`src/rtl/gsu_pkg.sv`:
```
// Package for the GSM septet unpacker: constants, shared types and alphabet tables.
`timescale 1ns / 1ps

package gsu_pkg;

	localparam int GSU_OCTET_BITS = 8;
	localparam int GSU_QUEUE_DEPTH = 2;

	localparam logic [6:0] GSU_ESC_SEPTET = 7'd27;
	localparam logic [15:0] GSU_UNMAPPED = 16'h003F;

	// one decoded slot: septet plus how to look it up
	typedef struct packed {
		logic [6:0] septet;
		logic       ext;
		logic       is_char;
		logic       msg_end;
	} gsu_slot_t;

	// one queue entry: the results of one octet, first slot always used
	typedef struct packed {
		logic      two;
		gsu_slot_t second;
		gsu_slot_t first;
	} gsu_entry_t;

	localparam logic [15:0] GSU_BASIC_SET [128] = '{
		16'h0040, 16'h00A3, 16'h0024, 16'h00A5, 16'h00E8, 16'h00E9, 16'h00F9, 16'h00EC,
		16'h00F2, 16'h00C7, 16'h000A, 16'h00D8, 16'h00F8, 16'h000D, 16'h00C5, 16'h00E5,
		16'h0394, 16'h005F, 16'h03A6, 16'h0393, 16'h039B, 16'h03A9, 16'h03A0, 16'h03A8,
		16'h03A3, 16'h0398, 16'h039E, 16'h003F, 16'h00C6, 16'h00E6, 16'h00DF, 16'h00C9,
		16'h0020, 16'h0021, 16'h0022, 16'h0023, 16'h00A4, 16'h0025, 16'h0026, 16'h0027,
		16'h0028, 16'h0029, 16'h002A, 16'h002B, 16'h002C, 16'h002D, 16'h002E, 16'h002F,
		16'h0030, 16'h0031, 16'h0032, 16'h0033, 16'h0034, 16'h0035, 16'h0036, 16'h0037,
		16'h0038, 16'h0039, 16'h003A, 16'h003B, 16'h003C, 16'h003D, 16'h003E, 16'h003F,
		16'h00A1, 16'h0041, 16'h0042, 16'h0043, 16'h0044, 16'h0045, 16'h0046, 16'h0047,
		16'h0048, 16'h0049, 16'h004A, 16'h004B, 16'h004C, 16'h004D, 16'h004E, 16'h004F,
		16'h0050, 16'h0051, 16'h0052, 16'h0053, 16'h0054, 16'h0055, 16'h0056, 16'h0057,
		16'h0058, 16'h0059, 16'h005A, 16'h00C4, 16'h00D6, 16'h00D1, 16'h00DC, 16'h00A7,
		16'h00BF, 16'h0061, 16'h0062, 16'h0063, 16'h0064, 16'h0065, 16'h0066, 16'h0067,
		16'h0068, 16'h0069, 16'h006A, 16'h006B, 16'h006C, 16'h006D, 16'h006E, 16'h006F,
		16'h0070, 16'h0071, 16'h0072, 16'h0073, 16'h0074, 16'h0075, 16'h0076, 16'h0077,
		16'h0078, 16'h0079, 16'h007A, 16'h00E4, 16'h00F6, 16'h00F1, 16'h00FC, 16'h00E0
	};

	function automatic logic [15:0] gsu_ext_lookup(input logic [6:0] s);
		logic [15:0] cp;
		case (s)
			7'd20:   cp = 16'h005E;
			7'd40:   cp = 16'h007B;
			7'd41:   cp = 16'h007D;
			7'd47:   cp = 16'h005C;
			7'd60:   cp = 16'h005B;
			7'd61:   cp = 16'h007E;
			7'd62:   cp = 16'h005D;
			7'd64:   cp = 16'h007C;
			7'd101:  cp = 16'h20AC;
			default: cp = GSU_UNMAPPED;
		endcase
		return cp;
	endfunction

endpackage

```
`src/rtl/gsu_queue.sv`:
```
// Short FIFO of decoded entries between the unpacking front and the lookup back.
`timescale 1ns / 1ps

module gsu_queue import gsu_pkg::*; #(
	parameter int DEPTH = GSU_QUEUE_DEPTH
) (
	input  logic       clk,
	input  logic       arst_n,
	input  logic       push_valid,
	input  gsu_entry_t push_entry,
	output logic       push_ready,
	output logic       pop_valid,
	output gsu_entry_t pop_entry,
	input  logic       pop_ready
);

	localparam int PW = (DEPTH > 1) ? $clog2(DEPTH) : 1;
	localparam int CW = $clog2(DEPTH + 1);

	gsu_entry_t       mem_q [DEPTH];
	logic [PW-1:0]    wr_ptr_q;
	logic [PW-1:0]    rd_ptr_q;
	logic [CW-1:0]    count_q;
	logic             do_push;
	logic             do_pop;

	assign push_ready = (count_q != CW'(DEPTH));
	assign pop_valid  = (count_q != '0);
	assign pop_entry  = mem_q[rd_ptr_q];
	assign do_push    = push_valid && push_ready;
	assign do_pop     = pop_valid && pop_ready;

	always_ff @(posedge clk) begin
		if (do_push) begin
			mem_q[wr_ptr_q] <= push_entry;
		end
	end

	always_ff @(posedge clk or negedge arst_n) begin
		if (!arst_n) begin
			wr_ptr_q <= '0;
			rd_ptr_q <= '0;
			count_q  <= '0;
		end else begin
			if (do_push) begin
				wr_ptr_q <= (wr_ptr_q == PW'(DEPTH - 1)) ? '0 : wr_ptr_q + PW'(1);
			end
			if (do_pop) begin
				rd_ptr_q <= (rd_ptr_q == PW'(DEPTH - 1)) ? '0 : rd_ptr_q + PW'(1);
			end
			case ({do_push, do_pop})
				2'b10:   count_q <= count_q + CW'(1);
				2'b01:   count_q <= count_q - CW'(1);
				default: count_q <= count_q;
			endcase
		end
	end

endmodule

```
`config.mk`:
```
export PLATFORM = sky130hd
export DESIGN_NAME = gsu_queue
export DESIGN_NICKNAME = d
export VERILOG_FILES = /design/src/rtl/gsu_pkg.sv /design/src/rtl/gsu_queue.sv
export SDC_FILE = /design/constraint.sdc
export NUM_CORES = 1
export LEC_CHECK = 0
export BUFFER_PORTS_ARGS = -buffer_cell sky130_fd_sc_hd__buf_4
export CORE_MARGIN = 3
export CORE_UTILIZATION = 50
export CTS_CLUSTER_DIAMETER = 30
export DETAILED_ROUTE_END_ITERATION = 12
export PLACE_DENSITY = 0.78
export REMOVE_ABC_BUFFERS = 1
export SLEW_MARGIN = 20
export SYNTH_ARGS = -nofsm -noshare
export SYNTH_HDL_FRONTEND = slang
export SYNTH_SLANG_ARGS = --single-unit
```
`constraint.sdc`:
```
create_clock -name clk -period 2.2 [get_ports clk]
set_clock_uncertainty 0.05 [all_clocks]
set_input_delay 0.44 -clock clk [delete_from_list [all_inputs] [get_ports clk]]
set_output_delay 0.44 -clock clk [all_outputs]
set_load 0.02 [all_outputs]
```
==> impl_metrics.py <==
metrics = {
    "placement": {
        "gp_congestion": 0.680,
        "dp_hpwl_um": 1980,
        "portBuffers": 47,
    },
    "routing": {
        "drc": 0,
        "ant_nets": 0,
        "drt-total-wl_um": 2680,
        "avgViaCountPerCell": 4.86,
        "vias": 889,
        "wl_per_cell_um": 14.6,
        "drt_first_pass_iters": 3,
        "drt_iter0_drc": 14,
    },
    "global_route": {
        "antenna_found_initial": 0,
        "track_usage_pct": 13.6,
        "overflow": 0,
        "grt_max_degree": 22,
        "grt_pass1_vias": 938,
        "grt_pass1_wl_um": 4200,
    },
    "power": {
        "p_sw_mw": 0.906,
        "seqPwrFrac_pct": 45.9,
        "p_leak_nw": 0.844,
        "clockPowerShare_pct": 12.3,
        "max-vdd-ir-drop_uv": 670,
        "p_sw_share_pct": 32.7,
        "p_int_mw": 1.87,
        "power_density_nw_per_um2": 1270,
        "pwr-share-comb_pct": 41.8,
    },
    "clock_network": {
        "cts_max_level": 2,
        "clock_latency_ns": 0.33,
        "root_buffer": "clkbuf_4",
        "ctsLongestPathBuffers": 2,
        "numCtsBuffers": 5,
        "post_cts_resized": 0,
        "post_cts_buffers": 0,
        "hold_buffers": 1,
        "cts_tree": "done",
        "clock_sinks": 46,
        "path_clk_slew_ns": 0.12,
    },
    "synthesis": {
        "synth-edff-count": 42,
        "yosysSeqAreaShare_pct": 79.7,
        "yosysMostFrequentCell": "edfxtp_1",
        "avgSynthCellArea_um2": 20.8,
        "ys_async_sr_fraction_pct": 8.70,
        "ys_ff_latch": 46,
        "synthTopCellsByCount": "edfxtp_1 (42), mux2_2 (21), dfrtp_1 (4)",
        "netlist_area_um2": 1710,
        "synthFlopType": "edfxtp_1",
        "synth_area_leaders": "edfxtp_1 (74%), mux2_2 (14%), dfrtp_1 (5.9%), xnor2_1 (1.5%), xor2_1 (1.0%)",
        "synth_top_area_share_pct": 73.8,
        "synth.largest_area_cell": "edfxtp_1",
        "synth_cells": 82,
        "synth_cell_types": 13,
        "yosys_warnings": 0,
    },
    "finish": {
        "diodes": 0,
        "utilization_pct": 69.5,
        "nFillCells": 233,
        "nets": 165,
        "syn2layout_area_growth_pct": 28.3,
        "drive_gt1_share_pct": 58.3,
    },
    "die": {
        "io_pins": 48,
        "design.die.area_um2": 4150,
        "coreArea_um2": 3150,
        "start_util_pct": 54.2,
        "fp.dieH_um": 64.4,
        "num_rows": 20,
        "die_w_um": 64.4,
    },
    "worst_setup_path": {
        "worstPathRequired_ns": 1.71,
        "path_buf_inv": 2,
        "critical_path.max_stage_delay_ns": 0.38,
        "cp_top_family": "buffers and inverters",
        "r2r_slack_ns": 0.57,
        "cp_max_fo": 21,
        "path_class": "reg -> out",
        "start_kind": "flop",
        "cp_slowest_cell": "mux2_2",
        "cp-end-kind": "primary output",
        "arrival_ns": 1.52,
        "crit_top_cell": "buf_4",
        "path_cells": "buf_4 > mux2_2 > buf_4",
    },
    "worst_hold_path": {
        "hold_path.class": "in -> reg",
    },
    "timing": {
        "tns_ns": 0,
        "rsz0062_at_grt": "false",
        "hold_violations": 0,
        "final-setup-viol-count": 0,
        "holdWs_ns": 0.232,
        "fin_crit_sh_pct": 91.5,
        "drv_slew": 0,
        "worst_slew_pin_slew_ns": 0.287,
        "slew_headroom_pct": 80.9,
        "max_freq_ghz": 0.497,
        "min_period_ns": 2.01,
    },
    "flow_run": {
        "maxCapViolCount": 0,
    },
    "status": {
        "status": "complete, no violations",
    },
}
[flip-flops by register name, summed over array words and instances (netlist names)]
name and cells:
count_q 2, mem_q 42, rd_ptr_q 1, wr_ptr_q 1
[power by group through the flow]
stage	registers, mW	clock network (mW)	logic [mW]
floorplan	1.32	0	0.668
global placement	1.28	0	1.15
detailed placement	1.30	0	1.18
CTS	1.28	0.360	1.18
global route	1.29	0.395	1.24
finish	1.27	0.341	1.16
[cells by family after synthesis]
| group | count (synthesis) | synth area share (%) |
|---|---|---|
| DFF | 46 | 79.7 |
| buffers and inverters | 2 | 0.879 |
| adders and majority gates | 1 | 0.732 |
| and+or+nand+nor | 7 | 2.27 |
| xor gates and xnor gates | 5 | 2.56 |
| muxes | 21 | 13.8 |
[placed cells by master (no fill, tap or decap), drive strengths merged, types with 2 or more instances in the layout]
master	count
xnor2	3
mux2	21
edfxtp	42
clkbuf	5
xor2	2
dfrtp	4
nor2	2
clkinv	2
buf	51
[through the flow]
step,power [mW],setup WS (ns),cells,area (um^2)
2_1_floorplan,1.99,0.0442,80,1690
3_3_place_gp,2.43,0.549,175,2130
3_5_place_dp,2.47,0.531,175,2130
4_1_cts,2.82,0.157,183,2190
5_1_grt,2.92,0.107,183,2190
6_report,2.77,0.186,183,2190
[worst register-to-register path, cell delays in order (launching register included)]
cell and delay (ns):
dfrtp_1 0.44, or2_1 0.26, and2_4 0.17, ha_1 0.30, nor2_1 0.15, xor2_1 0.18
[area by class of cell]
| type | instances | area [um^2] | share of cell area, % |
|---|---|---|---|
| sequential | 46 | 1360 | 62.1 |
| tap | 44 | 55.1 | 2.51 |
| clock inverter | 2 | 10.0 | 0.457 |
| timing repair buffer | 52 | 393 | 17.9 |
| multi-input combinational | 34 | 334 | 15.2 |
| clock buffer | 5 | 37.5 | 1.71 |
[per-layer routing]
layer / part of all wire, % / GRT usage [%]
met1: 39 / 14.7
met3: 6.5 / 4.33
met2: 53 / 24.4
met5: 0 / 0
met4: 1.4 / 5.54
[path summary, 6_finish.rpt]
kind,cells past startpoint,from,end
hold reg to reg,1,rd_ptr_q$_DFFE_PN0P_,rd_ptr_q$_DFFE_PN0P_
hold / removal,1,push_entry[0],mem_q[1][0]$_DFFE_PP_
setup reg to reg,5,count_q[0]$_DFFE_PN0P_,count_q[1]$_DFFE_PN0P_
max in group asynchronous,2,arst_n,rd_ptr_q$_DFFE_PN0P_
setup / recovery,3,rd_ptr_q$_DFFE_PN0P_,pop_entry[15]
min in group asynchronous,2,arst_n,count_q[0]$_DFFE_PN0P_
No activity file was read; power rests on OpenSTA's default activity.
