--- config.mk ---
export PLATFORM = sky130hd
export DESIGN_NAME = gsu_back_flat
export DESIGN_NICKNAME = d
export VERILOG_FILES = /design/src/rtl/gsu_pkg.sv /design/src/rtl/gsu_out_if.sv /design/src/rtl/gsu_back.sv /design/src/flat_wrapper.sv
export SDC_FILE = /design/constraint.sdc
export NUM_CORES = 1
export LEC_CHECK = 0
export BUFFER_PORTS_ARGS = -buffer_cell sky130_fd_sc_hd__clkbuf_2
export CORE_UTILIZATION = 40
export CTS_BUF_LIST = sky130_fd_sc_hd__clkbuf_8
export CTS_CLUSTER_DIAMETER = 150
export DETAILED_ROUTE_END_ITERATION = 7
export HOLD_SLACK_MARGIN = 0.1
export MAX_ROUTING_LAYER = met4
export PLACE_DENSITY = 0.66
export SLEW_MARGIN = 5
export SYNTH_ARGS = -nofsm -noshare
export SYNTH_HDL_FRONTEND = slang
export SYNTH_SLANG_ARGS = --single-unit
--- constraint.sdc ---
create_clock -name clk -period 9.2 [get_ports clk]
set_clock_uncertainty 0.2 [all_clocks]
set_input_delay 0.92 -clock clk [delete_from_list [all_inputs] [get_ports clk]]
set_output_delay 0.92 -clock clk [all_outputs]
set_load 0.01 [all_outputs]
--- src/rtl/gsu_pkg.sv ---
// Package for the GSM septet unpacker: constants, shared types and alphabet tables.
`timescale 1ns / 1ps

package gsu_pkg;

	localparam int GSU_OCTET_BITS = 8;
	localparam int GSU_QUEUE_DEPTH = 2;

	localparam logic [6:0] GSU_ESC_SEPTET = 7'd27;
	localparam logic [15:0] GSU_UNMAPPED = 16'h003F;

	// one decoded slot: septet plus how to look it up
	typedef struct packed {
		logic [6:0] septet;
		logic       ext;
		logic       is_char;
		logic       msg_end;
	} gsu_slot_t;

	// one queue entry: the results of one octet, first slot always used
	typedef struct packed {
		logic      two;
		gsu_slot_t second;
		gsu_slot_t first;
	} gsu_entry_t;

	localparam logic [15:0] GSU_BASIC_SET [128] = '{
		16'h0040, 16'h00A3, 16'h0024, 16'h00A5, 16'h00E8, 16'h00E9, 16'h00F9, 16'h00EC,
		16'h00F2, 16'h00C7, 16'h000A, 16'h00D8, 16'h00F8, 16'h000D, 16'h00C5, 16'h00E5,
		16'h0394, 16'h005F, 16'h03A6, 16'h0393, 16'h039B, 16'h03A9, 16'h03A0, 16'h03A8,
		16'h03A3, 16'h0398, 16'h039E, 16'h003F, 16'h00C6, 16'h00E6, 16'h00DF, 16'h00C9,
		16'h0020, 16'h0021, 16'h0022, 16'h0023, 16'h00A4, 16'h0025, 16'h0026, 16'h0027,
		16'h0028, 16'h0029, 16'h002A, 16'h002B, 16'h002C, 16'h002D, 16'h002E, 16'h002F,
		16'h0030, 16'h0031, 16'h0032, 16'h0033, 16'h0034, 16'h0035, 16'h0036, 16'h0037,
		16'h0038, 16'h0039, 16'h003A, 16'h003B, 16'h003C, 16'h003D, 16'h003E, 16'h003F,
		16'h00A1, 16'h0041, 16'h0042, 16'h0043, 16'h0044, 16'h0045, 16'h0046, 16'h0047,
		16'h0048, 16'h0049, 16'h004A, 16'h004B, 16'h004C, 16'h004D, 16'h004E, 16'h004F,
		16'h0050, 16'h0051, 16'h0052, 16'h0053, 16'h0054, 16'h0055, 16'h0056, 16'h0057,
		16'h0058, 16'h0059, 16'h005A, 16'h00C4, 16'h00D6, 16'h00D1, 16'h00DC, 16'h00A7,
		16'h00BF, 16'h0061, 16'h0062, 16'h0063, 16'h0064, 16'h0065, 16'h0066, 16'h0067,
		16'h0068, 16'h0069, 16'h006A, 16'h006B, 16'h006C, 16'h006D, 16'h006E, 16'h006F,
		16'h0070, 16'h0071, 16'h0072, 16'h0073, 16'h0074, 16'h0075, 16'h0076, 16'h0077,
		16'h0078, 16'h0079, 16'h007A, 16'h00E4, 16'h00F6, 16'h00F1, 16'h00FC, 16'h00E0
	};

	function automatic logic [15:0] gsu_ext_lookup(input logic [6:0] s);
		logic [15:0] cp;
		case (s)
			7'd20:   cp = 16'h005E;
			7'd40:   cp = 16'h007B;
			7'd41:   cp = 16'h007D;
			7'd47:   cp = 16'h005C;
			7'd60:   cp = 16'h005B;
			7'd61:   cp = 16'h007E;
			7'd62:   cp = 16'h005D;
			7'd64:   cp = 16'h007C;
			7'd101:  cp = 16'h20AC;
			default: cp = GSU_UNMAPPED;
		endcase
		return cp;
	endfunction

endpackage

--- src/rtl/gsu_out_if.sv ---
// Character request channel: valid/ready handshake with one decoded code point.
`timescale 1ns / 1ps

interface gsu_out_if;
	logic        valid;
	logic        ready;
	logic [15:0] code_point;
	logic        char_valid;
	logic        message_end;

	modport source (output valid, code_point, char_valid, message_end, input ready);
	modport sink   (input valid, code_point, char_valid, message_end, output ready);
endinterface

--- src/rtl/gsu_back.sv ---
// Lookup back: drains queue entries slot by slot into the registered character output.
`timescale 1ns / 1ps

module gsu_back import gsu_pkg::*; (
	input  logic       clk,
	input  logic       arst_n,
	input  logic       pop_valid,
	input  gsu_entry_t pop_entry,
	output logic       pop_ready,
	gsu_out_if.source  chars
);

	logic        valid_q;
	logic        idx_q;
	logic [15:0] code_q;
	logic        char_q;
	logic        end_q;

	logic        load;
	logic        last;
	gsu_slot_t   slot;
	logic [15:0] cp;

	assign chars.valid       = valid_q;
	assign chars.code_point  = code_q;
	assign chars.char_valid  = char_q;
	assign chars.message_end = end_q;

	always_comb begin
		load      = pop_valid && (!valid_q || chars.ready);
		slot      = idx_q ? pop_entry.second : pop_entry.first;
		last      = !pop_entry.two || idx_q;
		pop_ready = load && last;
		if (!slot.is_char) begin
			cp = 16'd0;
		end else if (slot.ext) begin
			cp = gsu_ext_lookup(slot.septet);
		end else begin
			cp = GSU_BASIC_SET[slot.septet];
		end
	end

	always_ff @(posedge clk) begin
		if (load) begin
			code_q <= cp;
			char_q <= slot.is_char;
			end_q  <= slot.msg_end;
		end
	end

	always_ff @(posedge clk or negedge arst_n) begin
		if (!arst_n) begin
			valid_q <= 1'b0;
			idx_q   <= 1'b0;
		end else begin
			if (load) begin
				valid_q <= 1'b1;
				idx_q   <= !last;
			end else if (chars.ready) begin
				valid_q <= 1'b0;
			end
		end
	end

endmodule
--- src/flat_wrapper.sv ---
// flat-port wrapper written by rule: the top's interface ports become plain ports
module gsu_back_flat import gsu_pkg::*;
  (clk, arst_n, pop_valid, pop_entry, pop_ready, chars_valid, chars_code_point, chars_char_valid, chars_message_end, chars_ready);
  gsu_out_if chars_i ();
  input  logic clk;
  input  logic arst_n;
  input  logic pop_valid;
  input  gsu_entry_t pop_entry;
  output logic pop_ready;
  output wire logic [$bits(chars_i.valid)-1:0] chars_valid;
  output wire logic [$bits(chars_i.code_point)-1:0] chars_code_point;
  output wire logic [$bits(chars_i.char_valid)-1:0] chars_char_valid;
  output wire logic [$bits(chars_i.message_end)-1:0] chars_message_end;
  input wire logic [$bits(chars_i.ready)-1:0] chars_ready;
  assign chars_valid = chars_i.valid;
  assign chars_code_point = chars_i.code_point;
  assign chars_char_valid = chars_i.char_valid;
  assign chars_message_end = chars_i.message_end;
  assign chars_i.ready = chars_ready;
  gsu_back u_core (.clk(clk), .arst_n(arst_n), .pop_valid(pop_valid), .pop_entry(pop_entry), .pop_ready(pop_ready), .chars(chars_i));
endmodule
==> results of run 1 <==
[metal layers]
| metal | vias up | wire length [um] | global-route usage |
|---|---|---|---|
| met1 | 1268 | 3725 | 0.3588 |
| met4 | 0 | 296 | 0.1105 |
| met2 | 167 | 3853 | 0.4231 |
| met3 | 39 | 782 | 0.03407 |
| li1 | 1236 | - | - |
| met5 | - | 0 | - |
[power by group]
part / switching, mW / internal [mW] / total (mW)
logic: 0.136 / 0.0752 / 0.212
clock network: 0.0211 / 0.0295 / 0.0506
registers: 0.00143 / 0.0778 / 0.0793
total: 0.159 / 0.183 / 0.341
[worst max-delay path by stage]
stage	slack [ns]	startpoint	to
after floorplan	5.86	pop_entry[14]	u_core.chars.code_point[5]$_SDFFCE_PN0P_
after global placement	5.61	pop_entry[14]	u_core.chars.code_point[1]$_SDFFCE_PN0P_
final	5.50	u_core.idx_q$_DFFE_PN0P_	u_core.chars.code_point[5]$_SDFFCE_PN0P_
after global routing	5.27	u_core.idx_q$_DFFE_PN0P_	u_core.chars.code_point[5]$_SDFFCE_PN0P_
after detailed placement	5.55	u_core.idx_q$_DFFE_PN0P_	u_core.chars.code_point[5]$_SDFFCE_PN0P_
after CTS	5.55	u_core.idx_q$_DFFE_PN0P_	u_core.chars.code_point[5]$_SDFFCE_PN0P_
[logic make-up after synthesis]
| logic type | share of synthesized area |
|---|---|
| buffers and inverters | 0.09907 |
| other | 0.001456 |
| adders and majority gates | 0.03886 |
| and+or+nand+nor | 0.2496 |
| DFF | 0.1593 |
| muxes | 0.09422 |
| AOI/OAI and AO/OA | 0.3371 |
| xor gates and xnor gates | 0.02040 |
[synth_stat cells (all sizes together), types with 3 or more instances]
cell type / n
o2111ai: 3
nand4: 3
o221ai: 4
ha: 8
xnor2: 3
a211oi: 7
nand2b: 12
edfxtp: 12
nand3b: 3
nor2: 14
clkbuf: 6
mux2i: 14
a22o: 3
a21oi: 11
a31oi: 5
nor3b: 6
nor4bb: 3
nand2: 26
nor3: 3
nor2b: 9
inv: 10
o22ai: 11
xor2: 3
nor4: 4
o21a: 3
o32ai: 10
nand3: 5
and3b: 5
nor4b: 3
mux2: 7
a32oi: 3
o21ai: 15
o211ai: 4
buf: 26
[flip-flops by register name (all words and copies together), names as in the netlist]
register	cells
u_core.chars.char_valid	1
u_core.chars.valid	1
u_core.chars.message_end	1
u_core.chars.code_point	10
u_core.idx_q	1
[layout by cell type (no fill, tap or decap), types with 4 or more instances in the layout]
cell      instances
a211oi_1          7
a21oi_1          11
and3b_1           5
clkbuf_2         39
conb_1            5
edfxtp_1         12
ha_1              8
inv_1             9
mux2_2            5
mux2i_1          11
nand2_1          24
nand2b_1         12
nand3_1           5
nor2_1           13
nor2b_1           8
nor3b_1           6
nor4_1            4
o21ai_0          13
o221ai_1          4
o22ai_1           8
o32ai_1           9
[cell type report]
type	instances	area [sq um]	area share
clock buffers	3	41.29	0.01520
clock inverters	1	3.754	0.001382
inverters	10	37.54	0.01382
multi-input cells	256	1926	0.7089
flip-flops and latches	14	411.6	0.1515
well taps	75	93.84	0.03455
repair buffers	40	202.7	0.07462
==> impl_metrics.py, run 1 <==
metrics = {
    "logic_synthesis": {
        "ys_async_sr_fraction": 0.1429,
        "netlist_instances": 308,
        "syn_area_sq_mm": 0.002576,
        "synth.top_cell.area_share": 0.1399,
        "avgSynthCellArea_sq_um": 8.364,
        "yosysWarnings": 0,
        "synth_cell_types": 90,
        "ys_seq_area_frac": 0.1593,
        "synth_flop_cell": "edfxtp_1",
        "synth_edf_count": 12,
        "netlist_top_cells_area": "edfxtp_1 14%, mux2i_1 4.3%, ha_1 3.9%, buf_4 3.5%, nand2_1 3.5%",
        "synth_largest_area_cell": "edfxtp_1",
        "ys_ff_latch": 14,
    },
    "setup_path": {
        "worst_setup_path_start_kind": "register",
        "rrSetupSlack_ns": 5.50,
        "r2r_end": "u_core.chars.code_point[5]$_SDFFCE_PN0P_",
        "critPathArrivalTime_ns": 3.60,
        "cp_cell_sequence": "buf_4 > mux2i_2 > inv_1 > ha_1 > nand4b_1 > a2bb2oi_1 > nand2b_1 > or4_1 > o211ai_2",
        "rr_startpoint": "u_core.idx_q$_DFFE_PN0P_",
        "path_class": "reg -> reg",
        "end_kind": "register",
        "reg2regPathDepth": 9,
        "critical-path-top-delay-family": "buffers and inverters",
        "cp_max_fo": 77,
        "required_ns": 9.09,
        "crit_cells": 9,
        "slowest_delay_ns": 0.64,
        "cp_slowest_cell": "buf_4",
        "crit_buf_inv": 2,
    },
    "die": {
        "fp-row-count": 28,
        "initial_core_util": 0.4251,
        "design.core.area_sq_mm": 0.006061,
        "die_area_sq_mm": 0.006766,
        "top_level_ports": 45,
        "die_w_um": 82.26,
        "die_height_um": 82.26,
    },
    "clock_tree": {
        "clk_pin_slew_ns": 0.05,
        "cts.path.max_buffers": 2,
        "cts_hold_buf": 0,
        "cts.sinks": 14,
        "clock_latency_ns": 0.24,
        "cts_setup_buffers": 0,
        "ctsResizeCount": 0,
        "tritoncts": "yes",
        "htree_levels": 1,
        "cts_root_buf": "clkbuf_8",
        "cts_inserted_buffers": 3,
    },
    "global_routing": {
        "overflow": 0,
        "grt_pass1_wl_um": 13470,
        "grt_max_degree": 78,
        "antenna_found_initial": 0,
        "grt_pass1_vias": 2390,
        "grt_util_all_layers": 0.2734,
    },
    "layout": {
        "n_antenna_cell": 0,
        "drive_above_1_share": 0.2222,
        "num-nets-final": 358,
        "synthToLayoutAreaGrowth_pct": 5.440,
        "stdcell_area_sq_mm": 0.002716,
        "fillers": 622,
        "stdcell_count": 399,
        "fin_util": 0.4482,
    },
    "route": {
        "drt_iter0_markers": 352,
        "num_vias": 2710,
        "via_per_inst": 6.792,
        "drt_pass1_iterations": 5,
        "ant_nets": 0,
        "routed_wl_um": 8658,
        "wl_per_cell_um": 21.70,
        "drc": 0,
    },
    "place": {
        "dp_slack_ns": 5.551,
        "dp.cells": 395,
        "gp_congestion": 0.9504,
        "hpwl_um": 6365,
        "portBuffers": 39,
        "place_area_sq_mm": 0.002671,
    },
    "sta": {
        "fin_ws_ns": 5.498,
        "fmax_ghz": 0.2701,
        "slew_violations": 0,
        "hold_viol": 0,
        "fin_worst_hold_slack_ns": 0.2508,
        "rsz0062_at_grt": "no",
        "finalCritPeriodShare": 0.4024,
        "fin_crit_ns": 3.702,
        "finalSetupTns_ns": 0,
        "setup_viol": 0,
        "maxSlewHeadroom": 0.4069,
        "worst_slew_pin_slew_ns": 0.8649,
    },
    "power_and_ir_drop": {
        "ir_drop_v": 0.0001040,
        "power_mw": 0.3415,
        "power.density_mw_per_mm2": 125.7,
        "power.leakage_nw": 1.055,
    },
    "run_status": {
        "status": "finished, final reports clean",
    },
    "hold_path": {
        "hold_path.class": "in -> async",
    },
    "flow_run": {
        "drv_cap": 0,
    },
}
(Power assumes the default switching activity.)
==> inputs of run 2 (changes only) <==
==> constraint.sdc (replaced) <==
create_clock -name clk -period 3.43 [get_ports clk]
set_clock_uncertainty 0.2 [all_clocks]
set_input_delay 0.343 -clock clk [delete_from_list [all_inputs] [get_ports clk]]
set_output_delay 0.343 -clock clk [all_outputs]
set_load 0.01 [all_outputs]
==> run 2 against run 1 <==
Final cell count grew 1.5%. Count of clock-buffer cells in the layout is the same. Combinational power grew to 2.7 times the previous value. Sequential share of layout area shrank 0.33 points. Global-route usage grew 0.26 points. Final area grew 2.2%. Via count grew 0.44%. Critical endpoint is now u_core.chars.code_point[1]$_SDFFCE_PN0P_.
==> impl_metrics.py, run 2 (same netlist as run 1, synthesis figures left out) <==
metrics = {
    "power_and_ir_drop": {
        "ir_drop_v": 0.0002992,
        "p_clk_frac": 0.141,
        "power.density_mw_per_mm2": 334.6,
        "p_int_mw": 0.5022,
        "p_sw_frac": 0.4594,
        "p_sw_mw": 0.4268,
        "share_comb_of_total_power": 0.622,
        "power.leakage_nw": 1.092,
        "seqPwrFrac": 0.237,
    },
    "sta": {
        "maxSlewHeadroom": 0.3818,
        "fin_crit_ns": 3.090,
        "setup_viol": 0,
        "rsz0062_at_grt": "no",
        "fmax_ghz": 0.3237,
        "worst_slew_pin_slew_ns": 0.9015,
        "finalSetupTns_ns": 0,
        "hold_viol": 0,
        "slew_violations": 0,
        "finalCritPeriodShare": 0.9008,
    },
    "route": {
        "drt_pass1_iterations": 5,
        "num_vias": 2722,
        "ant_nets": 0,
        "drt_iter0_markers": 344,
        "via_per_inst": 6.721,
        "routed_wl_um": 8738,
        "drc": 0,
        "wl_per_cell_um": 21.58,
    },
    "place": {
        "gp_congestion": 0.9504,
        "portBuffers": 39,
        "place_area_sq_mm": 0.002721,
        "hpwl_um": 6443,
    },
    "die": {
        "die_w_um": 82.26,
        "die_height_um": 82.26,
        "initial_core_util": 0.4251,
        "fp-row-count": 28,
        "top_level_ports": 45,
        "design.core.area_sq_mm": 0.006061,
        "die_area_sq_mm": 0.006766,
    },
    "layout": {
        "drive_above_1_share": 0.2333,
        "synthToLayoutAreaGrowth_pct": 7.771,
        "num-nets-final": 364,
        "fillers": 619,
        "n_antenna_cell": 0,
        "mostFrequentLayoutCells": "39 x clkbuf_2, 24 x nand2_1, 13 x nor2_1, 13 x o21ai_0",
        "stdcell_area_sq_mm": 0.002776,
        "largest_reg_flops": 10,
        "layout_commonest_cell": "clkbuf_2",
    },
    "clock_tree": {
        "cts_root_buf": "clkbuf_8",
        "clk_pin_slew_ns": 0.05,
        "cts_inserted_buffers": 3,
        "cts.path.max_buffers": 2,
        "cts_setup_buffers": 0,
        "cts.sinks": 14,
        "htree_levels": 1,
        "clock_latency_ns": 0.24,
        "tritoncts": "yes",
        "ctsResizeCount": 0,
        "cts_hold_buf": 1,
    },
    "setup_path": {
        "critPathArrivalTime_ns": 2.86,
        "cp_slowest_cell": "a2111oi_0",
        "required_ns": 3.20,
        "worst_setup_path_start_kind": "register",
        "end_kind": "register",
        "slowest_delay_ns": 0.72,
        "path_class": "reg -> reg",
        "cp_cell_sequence": "mux2i_2 > inv_1 > ha_1 > nor2b_1 > o22ai_1 > a211oi_1 > a2111oi_0 > o32ai_1",
        "cp_max_fo": 6,
    },
    "global_routing": {
        "grt_pass1_vias": 2519,
        "grt_util_all_layers": 0.2761,
        "antenna_found_initial": 0,
        "grt_pass1_wl_um": 13540,
        "overflow": 0,
        "grt_max_degree": 73,
    },
    "run_status": {
        "status": "finished, final reports clean",
    },
    "hold_path": {
        "hold_path.class": "in -> reg",
    },
    "flow_run": {
        "drv_cap": 0,
    },
}
-- run 2: changes by cell type in the layout (fill, tap and decap cells not counted) --
cell / before / now
dlygate4sd3_1: 0 / 1
inv_1: 9 / 10
clkinv_1: 1 / 0
buf_4: 1 / 5
buf_12: 0 / 1
-- run 2: per-stage QoR --
step	hold slack [ns]	utilization	power [mW]	std cells	setup slack [ns]
after CTS	0.1181	0.4581	0.9161	405	0.4241
after floorplan	-0.1526	-	0.6435	312	0.5036
after global placement	-0.05326	0.4490	0.7894	400	0.4212
after global routing	0.1278	0.4581	0.9822	405	0.2389
final	0.1150	0.4581	0.9290	405	0.3404
after detailed placement	-0.05600	0.4490	0.7801	400	0.4513
-- run 2: final cells by class --
type,instances,area (sq um),area share
multi-input cells,256,1926,0.6936
well taps,75,93.84,0.03380
repair buffers,46,262.8,0.09464
inverters,10,37.54,0.01352
clock inverters,1,3.754,0.001352
clock buffers,3,41.29,0.01487
flip-flops and latches,14,411.6,0.1483
-- run 2: critical path, delay by kind of cell (launching register included) --
family	cells	cell delay [ns]
AOI/OAI and AO/OA	4	1.12
adders and majority gates	1	0.28
buffers and inverters	1	0.17
muxes	1	0.41
DFF	1	0.49
and+or+nand+nor	1	0.14
-- run 2: final timing paths --
kind | from | endpoint | slack [ns] | depth (start not counted)
min reg2reg | u_core.chars.valid$_DFFE_PN0P_ | u_core.chars.valid$_DFFE_PN0P_ | 0.32 | 2
max reg2reg | u_core.idx_q$_DFFE_PN0P_ | u_core.chars.code_point[1]$_SDFFCE_PN0P_ | 0.34 | 8
min in group asynchronous | arst_n | u_core.chars.valid$_DFFE_PN0P_ | 0.23 | 2
min | pop_valid | u_core.chars.valid$_DFFE_PN0P_ | 0.12 | 2
max in group asynchronous | arst_n | u_core.idx_q$_DFFE_PN0P_ | 2.69 | 2
max | u_core.idx_q$_DFFE_PN0P_ | u_core.chars.code_point[1]$_SDFFCE_PN0P_ | 0.34 | 8
-- run 2: per-layer routing --
metal | wire length [um] | global-route usage | up-vias
met1 | 3698 | 0.3631 | 1251
met2 | 3838 | 0.4322 | 185
met3 | 935 | 0.03407 | 35
met4 | 265 | 0.1000 | 0
met5 | 0 | - | -
li1 | - | - | 1251
-- run 2: power groups by stage --
stage	combinational, mW	clock, mW	sequential [mW]
detailed placement	0.557	0	0.223
global route	0.618	0.142	0.222
floorplan	0.418	0	0.226
global placement	0.567	0	0.222
finish	0.578	0.131	0.220
CTS	0.561	0.136	0.220
==> inputs of run 3 (changes only) <==
--- a/config.mk
+++ b/config.mk
@@ -5,6 +5,7 @@
 export SDC_FILE = /design/constraint.sdc
 export NUM_CORES = 1
 export LEC_CHECK = 0
+export ABC_AREA = 1
 export BUFFER_PORTS_ARGS = -buffer_cell sky130_fd_sc_hd__clkbuf_2
 export CORE_UTILIZATION = 40
 export CTS_BUF_LIST = sky130_fd_sc_hd__clkbuf_8
@@ -12,7 +13,7 @@
 export DETAILED_ROUTE_END_ITERATION = 7
 export HOLD_SLACK_MARGIN = 0.1
 export MAX_ROUTING_LAYER = met4
-export PLACE_DENSITY = 0.66
+export PLACE_DENSITY = 0.68
 export SLEW_MARGIN = 5
 export SYNTH_ARGS = -nofsm -noshare
 export SYNTH_HDL_FRONTEND = slang
==> run 3 against run 2 <==
Non-clock buffer count down 4. Combinational power about the same. Core utilization up 0.82 points. Largest power group unchanged. Final cell count up 7.2%. Via count down 17%. Total power up 1.6%. Synthesized cell count up 8.4%. Final area down 20%. Count of clock-buffer cells in the layout unchanged. Sequential cell count unchanged. Die area down 22%.
==> impl_metrics.py, run 3 <==
metrics = {
    "run_status": {
        "status": "finished, final reports clean",
    },
    "setup_path": {
        "end_kind": "register",
        "required_ns": 3.23,
        "critPathArrivalTime_ns": 2.63,
        "reg2regPathDepth": 14,
        "cp_max_fo": 15,
        "slowest_delay_ns": 0.64,
        "r2r_end": "u_core.chars.code_point[0]$_SDFFCE_PN0P_",
        "worst_setup_path_start_kind": "register",
        "rrSetupSlack_ns": 0.60,
        "cp_common_cell": "nand2_1",
        "path_class": "reg -> reg",
        "rr_startpoint": "u_core.idx_q$_DFFE_PN0P_",
        "cp_slowest_cell": "dfrtp_1",
        "cp_cell_sequence": "inv_2 > nand2_2 > nand2_2 > inv_2 > ha_1 > inv_1 > nor2_1 > nand2_1 > nand2_1 > nor2_4 > nand2_2 > nand2_1 > nand2_1 > nand2_1",
    },
    "logic_synthesis": {
        "netlist_top_cells_count": "132 x nand2_1, 36 x nand3_1, 28 x inv_1, 24 x nor2_1, 20 x o21ai_0",
        "avgSynthCellArea_sq_um": 5.994,
        "synth_largest_area_cell": "nand2_1",
        "synth_flop_cell": "edfxtp_1",
        "syn_area_sq_mm": 0.002002,
        "synth_most_common_cell": "nand2_1",
        "ys_ff_latch": 14,
        "synth_edf_count": 12,
        "netlist_instances": 334,
        "ys_async_sr_fraction": 0.1429,
        "yosysWarnings": 0,
        "synth.top_cell.area_share": 0.2475,
        "netlist_top_cells_area": "nand2_1 25%, edfxtp_1 18%, nand3_1 9.0%, inv_1 5.3%, ha_1 5.0%",
        "ys_seq_area_frac": 0.2050,
        "synth_cell_types": 28,
    },
    "global_routing": {
        "overflow": 0,
        "grt_pass1_vias": 2101,
        "grt_pass1_wl_um": 9287,
        "grt_max_degree": 28,
        "grt_util_all_layers": 0.2251,
        "antenna_found_initial": 0,
    },
    "sta": {
        "maxSlewHeadroom": 0.3966,
        "fin_worst_hold_slack_ns": 0.1664,
        "fin_ws_ns": 0.5995,
        "fin_crit_ns": 2.830,
        "finalSetupTns_ns": 0,
        "finalCritPeriodShare": 0.8252,
        "slew_violations": 0,
        "rsz0062_at_grt": "no",
        "setup_viol": 0,
        "worst_slew_pin_slew_ns": 0.8990,
        "fmax_ghz": 0.3533,
        "hold_viol": 0,
    },
    "die": {
        "initial_core_util": 0.4211,
        "die_w_um": 72.75,
        "die_area_sq_mm": 0.005292,
        "top_level_ports": 45,
        "design.core.area_sq_mm": 0.004755,
        "die_height_um": 72.75,
        "fp-row-count": 25,
    },
    "clock_tree": {
        "cts_setup_buffers": 0,
        "htree_levels": 1,
        "cts_root_buf": "clkbuf_8",
        "cts_hold_buf": 1,
        "ctsResizeCount": 0,
        "clock_latency_ns": 0.24,
        "cts.sinks": 14,
        "cts_inserted_buffers": 3,
        "tritoncts": "yes",
        "cts.path.max_buffers": 2,
        "clk_pin_slew_ns": 0.06,
    },
    "hold_path": {
        "holdPathEnd": "u_core.chars.valid$_DFFE_PN0P_",
        "min-delay-start": "pop_valid",
        "hold_path.class": "in -> reg",
        "hold_depth": 3,
    },
    "layout": {
        "multi_input_area_sq_mm": 0.001335,
        "fillers": 538,
        "num-nets-final": 401,
        "layout_commonest_cell": "nand2_1",
        "largest_reg_flops": 10,
        "n_antenna_cell": 0,
        "register_area_sq_um": 410.4,
        "fin_util": 0.4663,
        "mostFrequentLayoutCells": "132 x nand2_1, 39 x clkbuf_2, 36 x nand3_1",
        "drive_above_1_share": 0.2071,
        "synthToLayoutAreaGrowth_pct": 10.75,
    },
    "route": {
        "drc": 0,
        "via_per_inst": 5.235,
        "drt_pass1_iterations": 5,
        "drt_iter0_markers": 152,
        "wl_per_cell_um": 12.65,
        "routed_wl_um": 5488,
        "num_vias": 2272,
        "ant_nets": 0,
    },
    "place": {
        "gp_congestion": 0.9714,
        "dp_slack_ns": 0.6161,
        "hpwl_um": 4228,
        "portBuffers": 39,
    },
    "power_and_ir_drop": {
        "seqPwrFrac": 0.245,
        "power.density_mw_per_mm2": 425.9,
        "power.leakage_nw": 1.206,
        "p_clk_frac": 0.140,
        "p_int_mw": 0.4728,
        "p_sw_mw": 0.4715,
        "share_comb_of_total_power": 0.615,
        "power_mw": 0.9443,
        "ir_drop_v": 0.0001899,
        "p_sw_frac": 0.4994,
    },
    "flow_run": {
        "drv_cap": 0,
    },
}
## run 3: metal layers
| layer | share of wire | GRT usage | vias up |
|---|---|---|---|
| li1 | - | - | 1123 |
| met1 | 0.44 | 0.2897 | 1016 |
| met2 | 0.46 | 0.3790 | 125 |
| met3 | 0.088 | 0.01381 | 8 |
| met4 | 0.0087 | 0.06972 | 0 |
| met5 | 0 | - | - |
## run 3: logic make-up after synthesis
logic type      count (synthesis)  synth area share
simple gates                  220            0.4938
buf+inv                        49            0.1356
compound gates                 42            0.1138
flops                          14            0.2050
other cells                     1          0.001873
fa+ha+maj                       8           0.05000
## run 3: power groups by stage
stage	logic (mW)	registers, mW	clock network (mW)
finish	0.581	0.231	0.132
global placement	0.567	0.234	0
floorplan	0.447	0.241	0
global route	0.649	0.234	0.140
CTS	0.568	0.231	0.133
detailed placement	0.564	0.235	0
## run 3: through the flow
stage / cells / instance area, sq um
finish: 434 / 2217
detailed placement: 429 / 2162
global placement: 429 / 2162
global route: 434 / 2217
CTS: 434 / 2217
floorplan: 338 / 2017
## run 3: how the worst max path moves through the flow
stage	from	endpoint
finish	u_core.idx_q$_DFFE_PN0P_	u_core.chars.code_point[0]$_SDFFCE_PN0P_
global route	u_core.idx_q$_DFFE_PN0P_	u_core.chars.code_point[1]$_SDFFCE_PN0P_
CTS	u_core.idx_q$_DFFE_PN0P_	u_core.chars.code_point[0]$_SDFFCE_PN0P_
detailed placement	u_core.idx_q$_DFFE_PN0P_	u_core.chars.code_point[2]$_SDFFCE_PN0P_
global placement	u_core.idx_q$_DFFE_PN0P_	u_core.chars.code_point[2]$_SDFFCE_PN0P_
floorplan	u_core.idx_q$_DFFE_PN0P_	u_core.chars.code_point[4]$_SDFFCE_PN0P_
## run 3: area by class of cell
type                    instances  share of cell area
clock inverters                 1            0.001693
clock buffers                   3             0.01862
multi-input cells             275              0.6021
repair buffers                 42             0.09932
inverters                      32             0.05530
well taps                      67             0.03781
flip-flops and latches         14              0.1851
## run 3: critical path: cells and delay by family, from the launching register on
kind          cells  cell delay [ns]
simple gates     10             0.89
flops             1             0.64
buf+inv           3             0.56
fa+ha+maj         1             0.27
